$ cat config.mk
export PLATFORM = sky130hd
export DESIGN_NAME = peak_supply_monitor_flat
export DESIGN_NICKNAME = d
export VERILOG_FILES = /design/src/sv/psm_pkg.sv /design/src/sv/psm_ifs.sv /design/src/sv/psm_queue.sv /design/src/sv/psm_front.sv /design/src/sv/psm_back.sv /design/src/sv/peak_supply_monitor.sv /design/src/flat_wrapper.sv
export SDC_FILE = /design/constraint.sdc
export NUM_CORES = 2
export LEC_CHECK = 0
export ABC_AREA = 1
export BUFFER_PORTS_ARGS = -buffer_cell sky130_fd_sc_hd__clkbuf_2
export CAP_MARGIN = 20
export CELL_PAD_IN_SITES_DETAIL_PLACEMENT = 1
export CELL_PAD_IN_SITES_GLOBAL_PLACEMENT = 2
export CORE_UTILIZATION = 40
export CTS_CLUSTER_SIZE = 8
export DETAILED_ROUTE_END_ITERATION = 10
export HOLD_SLACK_MARGIN = 0.12
export PLACE_DENSITY_LB_ADDON = 0.25
export SLEW_MARGIN = 25
export SYNTH_ARGS = -nofsm -noshare
export SYNTH_HDL_FRONTEND = slang
export SYNTH_SLANG_ARGS = --single-unit
$ cat constraint.sdc
create_clock -name i_clk -period 10.3 [get_ports i_clk]
set_input_delay 3.09 -clock i_clk [delete_from_list [all_inputs] [get_ports i_clk]]
set_output_delay 3.09 -clock i_clk [all_outputs]
set_load 0.02 [all_outputs]
$ cat src/sv/psm_pkg.sv
// Shared types, widths and codes for the peak supply monitor.
// No dependencies; compiled first.
package psm_pkg;

    // Field widths
    localparam int MODE_W     = 2;
    localparam int VALUE_W    = 16;
    localparam int PEAK_W     = 10;
    localparam int REF_W      = 12;
    localparam int SUPPLY_W   = 16;
    localparam int SMOOTH_W   = 24;
    localparam int GAIN_W     = 16;
    localparam int CFG_IDX_W  = 3;
    localparam int CFG_DATA_W = 16;

    // Largest kept peak
    localparam logic [PEAK_W-1:0] PEAK_MAX = '1;

    // Parameter defaults
    localparam int ADC_BITS_DEF    = 10;
    localparam int QUEUE_DEPTH_DEF = 4;

    // Register reset values
    localparam logic [REF_W-1:0]    REF_MV_RST     = REF_W'(1100);
    localparam logic [SUPPLY_W-1:0] LOW_THR_RST    = SUPPLY_W'(2300);
    localparam logic [GAIN_W-1:0]   FALL_GAIN_RST  = GAIN_W'(6554);
    localparam logic [GAIN_W-1:0]   RISE_GAIN_RST  = GAIN_W'(655);

    // Item kinds
    typedef enum logic [MODE_W-1:0] {
        MODE_SAMPLE = 2'd0,
        MODE_START  = 2'd1,
        MODE_STOP   = 2'd2,
        MODE_LOAD   = 2'd3
    } t_mode;

    // Configuration register indexes
    typedef enum logic [CFG_IDX_W-1:0] {
        CFG_REFERENCE = 3'd0,
        CFG_LOW_THR   = 3'd1,
        CFG_FALL_GAIN = 3'd2,
        CFG_RISE_GAIN = 3'd3,
        CFG_SMOOTH_EN = 3'd4
    } t_cfg_idx;

    // Back end sequencer
    typedef enum logic [2:0] {
        ST_IDLE,
        ST_DIV,
        ST_MULT,
        ST_SUM,
        ST_DONE
    } t_back_state;

    // Queue entry: a stop carries the peak snapshot, a load its seed
    typedef struct packed {
        logic               is_load;
        logic [VALUE_W-1:0] data;
    } t_cmd;

    typedef struct packed {
        logic valid;
        t_cmd cmd;
    } t_push;

    // Current configuration
    typedef struct packed {
        logic [REF_W-1:0]    reference_mv;
        logic [SUPPLY_W-1:0] low_threshold_mv;
        logic [GAIN_W-1:0]   fall_gain_q16;
        logic [GAIN_W-1:0]   rise_gain_q16;
        logic                smooth_enable;
    } t_cfg;

endpackage

$ cat src/sv/psm_ifs.sv
// Channel interfaces of the peak supply monitor: input items, results, config writes.
// Depends on psm_pkg.
interface psm_in_if
    import psm_pkg::*;
();
    logic               valid;
    logic               ready;
    logic [MODE_W-1:0]  mode;
    logic [VALUE_W-1:0] value;

    modport source (output valid, output mode, output value, input ready);
    modport sink   (input valid, input mode, input value, output ready);
endinterface

interface psm_out_if
    import psm_pkg::*;
();
    logic                valid;
    logic                ready;
    logic [SUPPLY_W-1:0] supply_mv;
    logic                low_battery;
    logic [SMOOTH_W-1:0] smoothed_q8;
    logic [PEAK_W-1:0]   peak_reading;

    modport source (output valid, output supply_mv, output low_battery,
                    output smoothed_q8, output peak_reading, input ready);
    modport sink   (input valid, input supply_mv, input low_battery,
                    input smoothed_q8, input peak_reading, output ready);
endinterface

interface psm_cfg_if
    import psm_pkg::*;
();
    logic                  valid;
    logic                  ready;
    logic [CFG_IDX_W-1:0]  index;
    logic [CFG_DATA_W-1:0] data;

    modport source (output valid, output index, output data, input ready);
    modport sink   (input valid, input index, input data, output ready);
endinterface

$ cat src/sv/psm_queue.sv
// Small flip-flop FIFO between the front and back ends.
// Depends on nothing; DEPTH must be a power of two.
module psm_queue #(
    parameter int WIDTH = 17,
    parameter int DEPTH = 4
) (
    input  logic             i_clk,
    input  logic             i_rst_n,
    input  logic             i_push,
    input  logic [WIDTH-1:0] i_data,
    input  logic             i_pop,
    output logic [WIDTH-1:0] o_data,
    output logic             o_empty,
    output logic             o_full
);
    localparam int PTR_W = (DEPTH > 1) ? $clog2(DEPTH) : 1;
    localparam int CNT_W = $clog2(DEPTH + 1);

    logic [WIDTH-1:0] r_mem [DEPTH];
    logic [PTR_W-1:0] r_wr_ptr;
    logic [PTR_W-1:0] r_rd_ptr;
    logic [CNT_W-1:0] r_count;
    logic             push_ok;
    logic             pop_ok;

    assign o_empty = (r_count == '0);
    assign o_full  = (r_count == CNT_W'(DEPTH));
    assign push_ok = i_push && !o_full;
    assign pop_ok  = i_pop && !o_empty;
    assign o_data  = r_mem[r_rd_ptr];

    // Pointers and fill count
    always_ff @(posedge i_clk) begin
        if (!i_rst_n) begin
            r_wr_ptr <= '0;
            r_rd_ptr <= '0;
            r_count  <= '0;
        end else begin
            if (push_ok) r_wr_ptr <= r_wr_ptr + PTR_W'(1);
            if (pop_ok)  r_rd_ptr <= r_rd_ptr + PTR_W'(1);
            if (push_ok && !pop_ok)      r_count <= r_count + CNT_W'(1);
            else if (pop_ok && !push_ok) r_count <= r_count - CNT_W'(1);
        end
    end

    // Storage
    always_ff @(posedge i_clk) begin
        if (push_ok) r_mem[r_wr_ptr] <= i_data;
    end
endmodule

$ cat src/sv/psm_front.sv
// Front end: accepts items, tracks the peak reading, queues stops and loads.
// Depends on psm_pkg and psm_in_if.
module psm_front
    import psm_pkg::*;
#(
    parameter int ADC_BITS = ADC_BITS_DEF
) (
    input  logic         i_clk,
    input  logic         i_rst_n,
    psm_in_if.sink       i_in,
    input  logic         i_q_full,
    output t_push        o_push
);
    localparam logic [VALUE_W-1:0] ADC_MASK = VALUE_W'((1 << ADC_BITS) - 1);

    logic [PEAK_W-1:0]  r_peak;
    logic [PEAK_W-1:0]  n_peak;
    logic               accept;
    logic [VALUE_W-1:0] reading;
    logic [PEAK_W-1:0]  reading_sat;
    t_mode              mode;

    assign i_in.ready = !i_q_full;
    assign accept     = i_in.valid && i_in.ready;
    assign mode       = t_mode'(i_in.mode);

    // Reading limited to ADC width, then to the peak width
    assign reading     = i_in.value & ADC_MASK;
    assign reading_sat = (reading > VALUE_W'(PEAK_MAX)) ? PEAK_MAX : reading[PEAK_W-1:0];

    // Peak update and queue push
    always_comb begin
        n_peak                 = r_peak;
        o_push.valid           = 1'b0;
        o_push.cmd.is_load     = 1'b0;
        o_push.cmd.data        = VALUE_W'(r_peak);
        if (accept) begin
            unique case (mode)
                MODE_SAMPLE: begin
                    if (reading_sat > r_peak) n_peak = reading_sat;
                end
                MODE_START: begin
                    n_peak = '0;
                end
                MODE_STOP: begin
                    o_push.valid = 1'b1;
                end
                MODE_LOAD: begin
                    o_push.valid       = 1'b1;
                    o_push.cmd.is_load = 1'b1;
                    o_push.cmd.data    = i_in.value;
                end
                default: ;
            endcase
        end
    end

    always_ff @(posedge i_clk) begin
        if (!i_rst_n) begin
            r_peak <= '0;
        end else begin
            r_peak <= n_peak;
        end
    end
endmodule

$ cat src/sv/psm_back.sv
// Back end: restoring divide for the supply, smoothing update, result register.
// Depends on psm_pkg and psm_out_if.
module psm_back
    import psm_pkg::*;
#(
    parameter int ADC_BITS = ADC_BITS_DEF
) (
    input  logic         i_clk,
    input  logic         i_rst_n,
    input  t_cfg         i_cfg,
    input  t_cmd         i_cmd,
    input  logic         i_q_empty,
    output logic         o_pop,
    psm_out_if.source    o_out
);
    localparam int NUM_W  = REF_W + ADC_BITS;
    localparam int CNT_W  = $clog2(NUM_W + 1);
    localparam int PROD_W = SMOOTH_W + GAIN_W + 2;

    t_back_state r_state;
    t_back_state n_state;

    logic [NUM_W-1:0]    r_quo;
    logic [PEAK_W:0]     r_rem;
    logic [CNT_W-1:0]    r_cnt;
    logic [PEAK_W-1:0]   r_peak;
    logic [SMOOTH_W-1:0] r_smooth;
    logic signed [PROD_W-1:0] r_prod;

    logic                r_out_valid;
    logic [SUPPLY_W-1:0] r_out_supply;
    logic                r_out_low;
    logic [SMOOTH_W-1:0] r_out_smooth;
    logic [PEAK_W-1:0]   r_out_peak;

    // Sequencer controls
    logic pop_load, pop_stop, div_step, mult_en, sum_en, out_load, out_free;

    logic [PEAK_W:0]          rem_sh;
    logic                     rem_ge;
    logic [SUPPLY_W-1:0]      supply;
    logic [SMOOTH_W-1:0]      fresh;
    logic [GAIN_W-1:0]        gain;
    logic signed [SMOOTH_W:0] diff;
    logic signed [PROD_W-1:0] sum;

    assign out_free = !r_out_valid || o_out.ready;

    // Next state
    always_comb begin
        n_state = r_state;
        unique case (r_state)
            ST_IDLE: begin
                if (!i_q_empty && !i_cmd.is_load) n_state = ST_DIV;
            end
            ST_DIV: begin
                if (r_cnt == CNT_W'(1)) n_state = i_cfg.smooth_enable ? ST_MULT : ST_DONE;
            end
            ST_MULT: n_state = ST_SUM;
            ST_SUM:  n_state = ST_DONE;
            ST_DONE: begin
                if (out_free) n_state = ST_IDLE;
            end
            default: n_state = ST_IDLE;
        endcase
    end

    // Control outputs
    always_comb begin
        pop_load = 1'b0;
        pop_stop = 1'b0;
        div_step = 1'b0;
        mult_en  = 1'b0;
        sum_en   = 1'b0;
        out_load = 1'b0;
        unique case (r_state)
            ST_IDLE: begin
                pop_load = !i_q_empty && i_cmd.is_load;
                pop_stop = !i_q_empty && !i_cmd.is_load;
            end
            ST_DIV:  div_step = 1'b1;
            ST_MULT: mult_en  = 1'b1;
            ST_SUM:  sum_en   = 1'b1;
            ST_DONE: out_load = out_free;
            default: ;
        endcase
    end

    assign o_pop = pop_load || pop_stop;

    // One quotient bit per cycle
    assign rem_sh = {r_rem[PEAK_W-1:0], r_quo[NUM_W-1]};
    assign rem_ge = (rem_sh >= {1'b0, r_peak});

    // Supply: zero for zero peak, saturated quotient otherwise
    always_comb begin
        if (r_peak == '0)                  supply = '0;
        else if (r_quo[NUM_W-1:SUPPLY_W] != '0) supply = '1;
        else                               supply = r_quo[SUPPLY_W-1:0];
    end

    // Smoothing: old + (fresh - old) * g, g in Q16, rounded, average in Q8
    assign fresh = {supply, 8'b0};
    assign gain  = (fresh < r_smooth) ? i_cfg.fall_gain_q16 : i_cfg.rise_gain_q16;
    assign diff  = $signed({1'b0, fresh}) - $signed({1'b0, r_smooth});
    assign sum   = $signed({2'b0, r_smooth, 16'b0}) + r_prod + PROD_W'(32768);

    // Datapath registers
    always_ff @(posedge i_clk) begin
        if (pop_stop) begin
            r_peak <= i_cmd.data[PEAK_W-1:0];
            r_quo  <= NUM_W'(i_cfg.reference_mv) << ADC_BITS;
            r_rem  <= '0;
        end else if (div_step) begin
            r_quo <= {r_quo[NUM_W-2:0], rem_ge};
            r_rem <= rem_ge ? (rem_sh - {1'b0, r_peak}) : rem_sh;
        end
        if (mult_en) r_prod <= PROD_W'(diff) * PROD_W'($signed({1'b0, gain}));
        if (out_load) begin
            r_out_supply <= supply;
            r_out_low    <= (supply <= i_cfg.low_threshold_mv);
            r_out_smooth <= r_smooth;
            r_out_peak   <= r_peak;
        end
    end

    // Control state, divide counter, smoothed average, result valid flag
    always_ff @(posedge i_clk) begin
        if (!i_rst_n) begin
            r_state     <= ST_IDLE;
            r_cnt       <= '0;
            r_smooth    <= '0;
            r_out_valid <= 1'b0;
        end else begin
            r_state <= n_state;
            if (pop_stop)      r_cnt <= CNT_W'(NUM_W);
            else if (div_step) r_cnt <= r_cnt - CNT_W'(1);
            if (pop_load)    r_smooth <= {i_cmd.data, 8'b0};
            else if (sum_en) r_smooth <= sum[SMOOTH_W+15:16];
            if (out_load)         r_out_valid <= 1'b1;
            else if (o_out.ready) r_out_valid <= 1'b0;
        end
    end

    assign o_out.valid        = r_out_valid;
    assign o_out.supply_mv    = r_out_supply;
    assign o_out.low_battery  = r_out_low;
    assign o_out.smoothed_q8  = r_out_smooth;
    assign o_out.peak_reading = r_out_peak;
endmodule

$ cat src/sv/peak_supply_monitor.sv
// Peak supply monitor: items are accepted 1 per cycle, back to back, while the queue has room.
// A stop is popped by the back end once it is idle and the stop is at the head of the queue;
// its result is registered after the one-bit-per-cycle divide, the multiply and sum steps
// (skipped with smoothing off) and the done state; the back end retires one stop at a time.
// A load is applied on pop; QUEUE_DEPTH queued stops/loads fill the queue, then input stalls.
// Synchronous active-low reset clears peak, average, config to defaults and all control.
module peak_supply_monitor
    import psm_pkg::*;
#(
    parameter int ADC_BITS    = ADC_BITS_DEF,
    parameter int QUEUE_DEPTH = QUEUE_DEPTH_DEF
) (
    input  logic       i_clk,
    input  logic       i_rst_n,
    psm_cfg_if.sink    i_cfg,
    psm_in_if.sink     i_in,
    psm_out_if.source  o_out
);
    t_cfg  r_cfg;
    t_push push;
    t_cmd  head;
    logic  q_full;
    logic  q_empty;
    logic  pop;

    // Configuration registers
    assign i_cfg.ready = 1'b1;

    always_ff @(posedge i_clk) begin
        if (!i_rst_n) begin
            r_cfg.reference_mv     <= REF_MV_RST;
            r_cfg.low_threshold_mv <= LOW_THR_RST;
            r_cfg.fall_gain_q16    <= FALL_GAIN_RST;
            r_cfg.rise_gain_q16    <= RISE_GAIN_RST;
            r_cfg.smooth_enable    <= 1'b1;
        end else if (i_cfg.valid) begin
            unique case (t_cfg_idx'(i_cfg.index))
                CFG_REFERENCE: r_cfg.reference_mv     <= i_cfg.data[REF_W-1:0];
                CFG_LOW_THR:   r_cfg.low_threshold_mv <= i_cfg.data;
                CFG_FALL_GAIN: r_cfg.fall_gain_q16    <= i_cfg.data;
                CFG_RISE_GAIN: r_cfg.rise_gain_q16    <= i_cfg.data;
                CFG_SMOOTH_EN: r_cfg.smooth_enable    <= i_cfg.data[0];
                default: ;
            endcase
        end
    end

    psm_front #(
        .ADC_BITS (ADC_BITS)
    ) u_front (
        .i_clk    (i_clk),
        .i_rst_n  (i_rst_n),
        .i_in     (i_in),
        .i_q_full (q_full),
        .o_push   (push)
    );

    psm_queue #(
        .WIDTH ($bits(t_cmd)),
        .DEPTH (QUEUE_DEPTH)
    ) u_queue (
        .i_clk   (i_clk),
        .i_rst_n (i_rst_n),
        .i_push  (push.valid),
        .i_data  (push.cmd),
        .i_pop   (pop),
        .o_data  (head),
        .o_empty (q_empty),
        .o_full  (q_full)
    );

    psm_back #(
        .ADC_BITS (ADC_BITS)
    ) u_back (
        .i_clk     (i_clk),
        .i_rst_n   (i_rst_n),
        .i_cfg     (r_cfg),
        .i_cmd     (head),
        .i_q_empty (q_empty),
        .o_pop     (pop),
        .o_out     (o_out)
    );
endmodule

$ cat src/flat_wrapper.sv
// flat-port wrapper written by rule: the top's interface ports become plain ports
module peak_supply_monitor_flat import psm_pkg::*;
#(
    parameter int ADC_BITS    = ADC_BITS_DEF,
    parameter int QUEUE_DEPTH = QUEUE_DEPTH_DEF
)
  (i_clk, i_rst_n, i_cfg_valid, i_cfg_index, i_cfg_data, i_cfg_ready, i_in_valid, i_in_mode, i_in_value, i_in_ready, o_out_valid, o_out_supply_mv, o_out_low_battery, o_out_smoothed_q8, o_out_peak_reading, o_out_ready);
  psm_cfg_if i_cfg_i ();
  psm_in_if i_in_i ();
  psm_out_if o_out_i ();
  input  logic i_clk;
  input  logic i_rst_n;
  input wire logic [$bits(i_cfg_i.valid)-1:0] i_cfg_valid;
  input wire logic [$bits(i_cfg_i.index)-1:0] i_cfg_index;
  input wire logic [$bits(i_cfg_i.data)-1:0] i_cfg_data;
  output wire logic [$bits(i_cfg_i.ready)-1:0] i_cfg_ready;
  input wire logic [$bits(i_in_i.valid)-1:0] i_in_valid;
  input wire logic [$bits(i_in_i.mode)-1:0] i_in_mode;
  input wire logic [$bits(i_in_i.value)-1:0] i_in_value;
  output wire logic [$bits(i_in_i.ready)-1:0] i_in_ready;
  output wire logic [$bits(o_out_i.valid)-1:0] o_out_valid;
  output wire logic [$bits(o_out_i.supply_mv)-1:0] o_out_supply_mv;
  output wire logic [$bits(o_out_i.low_battery)-1:0] o_out_low_battery;
  output wire logic [$bits(o_out_i.smoothed_q8)-1:0] o_out_smoothed_q8;
  output wire logic [$bits(o_out_i.peak_reading)-1:0] o_out_peak_reading;
  input wire logic [$bits(o_out_i.ready)-1:0] o_out_ready;
  assign i_cfg_i.valid = i_cfg_valid;
  assign i_cfg_i.index = i_cfg_index;
  assign i_cfg_i.data = i_cfg_data;
  assign i_cfg_ready = i_cfg_i.ready;
  assign i_in_i.valid = i_in_valid;
  assign i_in_i.mode = i_in_mode;
  assign i_in_i.value = i_in_value;
  assign i_in_ready = i_in_i.ready;
  assign o_out_valid = o_out_i.valid;
  assign o_out_supply_mv = o_out_i.supply_mv;
  assign o_out_low_battery = o_out_i.low_battery;
  assign o_out_smoothed_q8 = o_out_i.smoothed_q8;
  assign o_out_peak_reading = o_out_i.peak_reading;
  assign o_out_i.ready = o_out_ready;
  peak_supply_monitor #(.ADC_BITS(ADC_BITS), .QUEUE_DEPTH(QUEUE_DEPTH)) u_core (.i_clk(i_clk), .i_rst_n(i_rst_n), .i_cfg(i_cfg_i), .i_in(i_in_i), .o_out(o_out_i));
endmodule
---- After elaboration in Yosys (flattened, before gate mapping) ----
Memories as Yosys holds them, arrays and structs flattened. A register that Yosys moved wholly into a read port is not among the register bits.
Index checks and enable logic that the tools add are counted.
storage, ports and cells
  RAM bits ................................ 68
  logic and storage cells ................. 129
  bits in registers ....................... 244
  bits of input ports ..................... 42
  memories ................................ 1
  output and inout port bits .............. 54
memories
  memory                depth  bits a word  read ports  clocked after memory_dff  write ports  RTL line         RTL
  u_core.u_queue.r_mem  4      17           1           1                         1            psm_queue.sv:19  logic [WIDTH-1:0] r_mem [DEPTH];
cells by class
  multipliers ............................. 1
  add/sub/neg operators ................... 9
  multiplexer cells ....................... 35
  eq/ne operators ......................... 17
  bitwise gates (word level) .............. 1
  reductions and logical operators ........ 36
  magnitude comparators ................... 5
operators with widths
  operator                  count
  $mux W16                  3
  $mux W24                  2
  $mux W22                  2
  $add A40 B17 Y40 const B  1
  $add A40 B40 Y40          1
  $mul A25 B17 Y40          1
  $mux W10                  3
  $sub A24 B24 Y25          1
  $lt A24 B24 Y1            1
  $pmux W10 S2              1
  $mux W18                  1
  $mux W3                   6
  $mux W17                  1
  $le A16 B16 Y1            1
  $pmux W3 S5               1
  $eq A3 B2 Y1 const B      4
  $ge A11 B10 Y1            1
  $mux W1                   11
  $gt A10 B10 Y1            1
  $gt A10 B10 Y1 const B    1
  $logic_not A10 Y1         1
  $mux W5                   2
  $reduce_and A2 Y1         5
  $reduce_bool A2 Y1        5
  other kinds (21)          47

---- Logic depth before layout (Yosys ltp) ----
  depth in word-level cells ............... 9
  gate-level depth with buffers ........... 46
  gate-level depth less buffers ........... 44

---- By module ----
From an unflattened synthesis, not the netlist that was laid out.
second synthesis, totals
  cells, all modules ...................... 3653
  area, all modules ....................... 30071.3 um^2
by module, submodules not included
  module               instances  cells an instance  sequential area each (um^2)  area each (um^2)
  psm_back             1          2914               4003.8                       23486.3
  psm_queue            1          234                2222.1                       3081.7
  peak_supply_monitor  1          336                1221.2                       2411.1
  psm_front            1          169                200.2                        1092.3

---- Least setup slack after synthesis ----
OpenSTA, ideal clock, no wires.
  path type ............................... reg2reg
  from .................................... reg u_core.u_back.r_peak[1]
  to ...................................... reg u_core.u_back.r_prod[36] (data pin)
  data required time ...................... 10048 ps
  setup time .............................. 252 ps
  arrival ................................. 7761 ps
  setup slack ............................. 2287 ps
  path buffers ............................ 2
  stages on the path, launching flop included .. 35
  period minus slack after synthesis ...... 8013 ps
  cell sequence ........................... edfxtp_1 > nor4_1 > nand4_1 > inv_1 > clkbuf_1 > a21oi_1 > ha_1 > a21oi_1 > o21ai_0 > a21oi_1 > nand2_1 > nor2_1 > buf_2 > inv_1 > nor2_1 > inv_1 > fa_1 > fa_1 > inv_1 > fa_1 > fa_1 > fa_1 > inv_1 > fa_1 > inv_1 > ha_1 > a21oi_1 > a21boi_0 > o21ai_0 > a21oi_1 > nand2_1 > nand2_1 > nand2_1 > nand2_1 > nand2_1
between the ends
  longest elaborated chain between the ends .. 5
  elaborated cells between the ends (all ways) .. 6
  classes of those cells .................. 1 x add/sub; 1 x mul; 1 x order compare; 2 x mux; 1 x reduce/logical
RTL lines
  item                               RTL line         RTL
  from (decl)                        psm_back.sv:26   logic [PEAK_W-1:0] r_peak;
  from (signal assigned)             psm_back.sv:111  r_peak <= i_cmd.data[PEAK_W-1:0];
  $logic_not A10 Y1 (*)              psm_back.sv:97   if (r_peak == '0) supply = '0;
  $mux W16 (*)                       psm_back.sv:97
  named net u_core.u_back.supply[9]  psm_back.sv:41   logic [SUPPLY_W-1:0] supply;
  $lt A24 B24 Y1                     psm_back.sv:104  assign gain = (fresh < r_smooth) ? i_cfg.fall_gain_q16 : i_cfg.rise_gain_q16;
  $mux W16                           psm_back.sv:104
  $mul A25 B17 Y40 (*)               psm_back.sv:118  if (mult_en) r_prod <= PROD_W'(diff) * PROD_W'($signed({1'b0, gain}));
  to (signal assigned)               psm_back.sv:118
  to (decl)                          psm_back.sv:28   logic signed [PROD_W-1:0] r_prod;
The timed path passes the listed nets; every way through them passes the cells marked *.
A chain may end at the register's enable or synchronous reset.

---- Final worst setup path ----
  from .................................... reg u_core.u_back.r_quo[18]
  to ...................................... reg u_core.u_back.r_prod[39] (data pin)
between the ends
  longest elaborated chain between the ends .. 6
  elaborated cells between the ends (all ways) .. 7
  classes of those cells .................. 1 x add/sub; 1 x mul; 1 x order compare; 3 x mux; 1 x reduce/logical
RTL lines
  item                                RTL line         RTL
  from (decl)                         psm_back.sv:23   logic [NUM_W-1:0] r_quo;
  from (signal assigned)              psm_back.sv:112  r_quo <= NUM_W'(i_cfg.reference_mv) << ADC_BITS;
  from (signal assigned)              psm_back.sv:115  r_quo <= {r_quo[NUM_W-2:0], rem_ge};
  $reduce_bool A6 Y1 (*)              psm_back.sv:98   else if (r_quo[NUM_W-1:SUPPLY_W] != '0) supply = '1;
  $mux W16 (*)                        psm_back.sv:98
  $mux W16 (*)                        psm_back.sv:97
  named net u_core.u_back.supply[10]  psm_back.sv:41
  $lt A24 B24 Y1                      psm_back.sv:104
  $mux W16                            psm_back.sv:104
  $mul A25 B17 Y40 (*)                psm_back.sv:118
Marked as above.

==> impl_metrics.toml <==
[status]
outcome = "complete, no violations"

[placed_design]
post-dp-hpwl_um = 80300
preCtsSetupSlack_ns = 0.535
io_buffers = 94
gp_congestion = 0.932
dp_cells = 4489

[global_routing]
gr-usage-met2 = 0.453
grtUsageTotal = 0.272
grt_pass1_vias = 26200
grt_use_met3 = 0.0266
busiest_layer = "met2"
use_met1 = 0.379
antenna_found_initial = 2
overflow = 0
grt_pass1_wl_um = 154000
grt_max_degree = 75

[setup_path]
startpoint_type = "register"
critPathTopFamily = "adder cells"
cp.buffers_inverters = 7
end_kind = "register"
cpMaxStageDelayCell = "o21ai_2"
required_ns = 10.61
critical_path_class = "register to register"
critPathMaxFanout = 16
worstPathArrival_ns = 10.01
rrSetupSlack_ns = 0.60
cpPeakStageDelay_ns = 0.86
crit_top_cell = "nand2_1"

[sta]
final_max_slew_viol_count = 0
fin_crit_ns = 9.70
setup_viol_count_final = 0
max_slew.worst_pin.slew_ns = 1.07
rsz0062_at_grt = "false"
setup_tns_ns = 0
hold_viol = 0
max-slew-margin-rel = 0.288
min_period_over_period = 0.942
fin_ws_ns = 0.596
fin_skew_ns = 0.0181
fmax_mhz = 103

[logic_synthesis]
avgSynthCellArea_um2 = 8.33
synth_area_um2 = 29100
syn-num-nets = 4096
ys_ff_latch = 299
yosysWarnings = 0
syn_inst = 3495
seq_area_frac_synth = 0.263
ys_types = 56

[final_layout]
final_cell_mix = "742 x inv_1, 646 x nand2_1, 380 x fa_1"
layout_commonest_cell = "inv_1"
post-route-util = 0.447
layout-drive-gt1-share = 0.0763
num-nets-final = 4186
syn_to_final_growth_pct = 10.1
n_antenna_cell = 0
stdcell_count = 4568

[clocking]
clkSlewWorstSetupHoldPaths_ns = 0.05
clock_sinks = 299
h-tree-depth = 2
insertion_delay_ns = 0.57
clockRootBuffer = "clkbuf_16"
cts_tree = "done"
cts_buffers = 44
postCtsHoldBufs = 0
clk_path_buf_depth = 3
post-cts-setup-buffer-count = 0

[route]
wirelength_um = 99000
drt.antenna.violating_nets = 0
num_vias = 24100
drc = 0
firstDrtPassIters = 5
first_iter_violations = 1395
vias_per_cell = 5.29
wl_per_cell_um = 21.7

[floorplanning]
die_w_um = 272
coreArea_um2 = 71700
start_util = 0.406
num_io_pins = 96
die_h_um = 272
die_area_um2 = 73800
rows = 98

[worst_hold_path]
hp-class = "register to register"

[flow_run]
drv_cap = 0
[cell families after synthesis]
group                      Yosys count  share of synthesized area
DFF                                299                      0.263
other                                1                   0.000129
xor gates and xnor gates            57                     0.0179
buffers and inverters              864                      0.115
and+or+nand+nor                   1223                      0.170
adders and majority gates          559                      0.338
AOI/OAI and AO/OA                  492                     0.0956
[layer usage]
metal,up-vias,wire length [um]
met4,2,2420
met1,12500,45400
met3,145,4030
met2,516,47100
li1,11000,-
met5,-,9
[sequential cells by signal (all words and copies together), names as in the netlist, 16 cells and up, named ones only]
signal / count
u_core.u_queue.r_mem: 68
u_core.r_cfg: 61
u_core.u_back.r_prod: 25
u_core.u_back.o_out.supply_mv: 16
u_core.u_back.r_quo: 22
u_core.u_back.r_smooth: 24
u_core.u_back.o_out.smoothed_q8: 24
[repair_timing]
item                       in CTS  in global routing
hold endpoints to repair        0                  0
setup endpoints to repair       0                  2
gates resized for setup         0                  3
[cells in the mapped netlist, drive strengths merged]
library cell / count / area [um^2]
a22oi: 9 / 67.6
edfxtp: 166 / 4980
a211oi: 5 / 37.5
o211ai: 13 / 97.6
dfxtp: 133 / 2660
a21o: 14 / 105
o21ai: 197 / 1050
a21boi: 4 / 30.0
nand3b: 6 / 45.0
nor3b: 1 / 12.5
nand3: 106 / 548
conb: 1 / 3.75
xnor2: 17 / 149
o31ai: 3 / 22.5
o2111ai: 2 / 17.5
or2: 15 / 93.8
and2: 3 / 18.8
o22ai: 11 / 68.8
xor2: 40 / 373
a31o: 1 / 8.76
clkbuf: 61 / 229
fa: 380 / 7610
nand4: 18 / 113
nor3: 27 / 135
a221oi: 2 / 17.5
a21oi: 186 / 938
buf: 43 / 255
clkinv: 1 / 3.75
and3: 3 / 18.8
a31oi: 23 / 144
o221ai: 3 / 26.3
nor2: 380 / 1440
inv: 759 / 2850
a22o: 3 / 26.3
o21bai: 13 / 101
nor4: 10 / 62.6
o21a: 3 / 22.5
ha: 179 / 2240
nand2: 654 / 2470
[stage by stage]
stage                     instance area [um^2]  hold slack (ns)
after floorplan                          29100            0.426
after global placement                   30700            0.445
after detailed placement                 30700            0.453
after CTS                                32000            0.463
after global routing                     32000            0.485
final                                    32000            0.462
[worst reg2reg max path, delay by kind of cell, from the launching register on]
kind / cells / cell delay, ns
and+or+nand+nor: 18 / 2.95
DFF: 1 / 0.40
adders and majority gates: 8 / 3.88
buffers and inverters: 7 / 0.84
AOI/OAI and AO/OA: 3 / 1.40
[worst paths after layout]
check	cells past startpoint	end	start
max	36	u_core.u_back.r_prod[39]$_DFFE_PP_	u_core.u_back.r_quo[18]$_DFFE_PP_
min	2	u_core.r_cfg[5]$_SDFFE_PN0P_	u_core.r_cfg[5]$_SDFFE_PN0P_
max reg2reg	36	u_core.u_back.r_prod[39]$_DFFE_PP_	u_core.u_back.r_quo[18]$_DFFE_PP_
min reg2reg	2	u_core.r_cfg[5]$_SDFFE_PN0P_	u_core.r_cfg[5]$_SDFFE_PN0P_
[final cells by class]
type | instances | area [um^2]
tap | 950 | 1190
sequential | 299 | 7650
clock buffer | 74 | 1230
multi-input combinational | 2332 | 18200
timing repair buffer | 148 | 876
clock inverter | 5 | 57.6
fill | 8674 | 39700
inverter | 760 | 2860
Power is not shown: default switching activity piles up to over one toggle a cycle in this logic, so the estimate is an artifact.
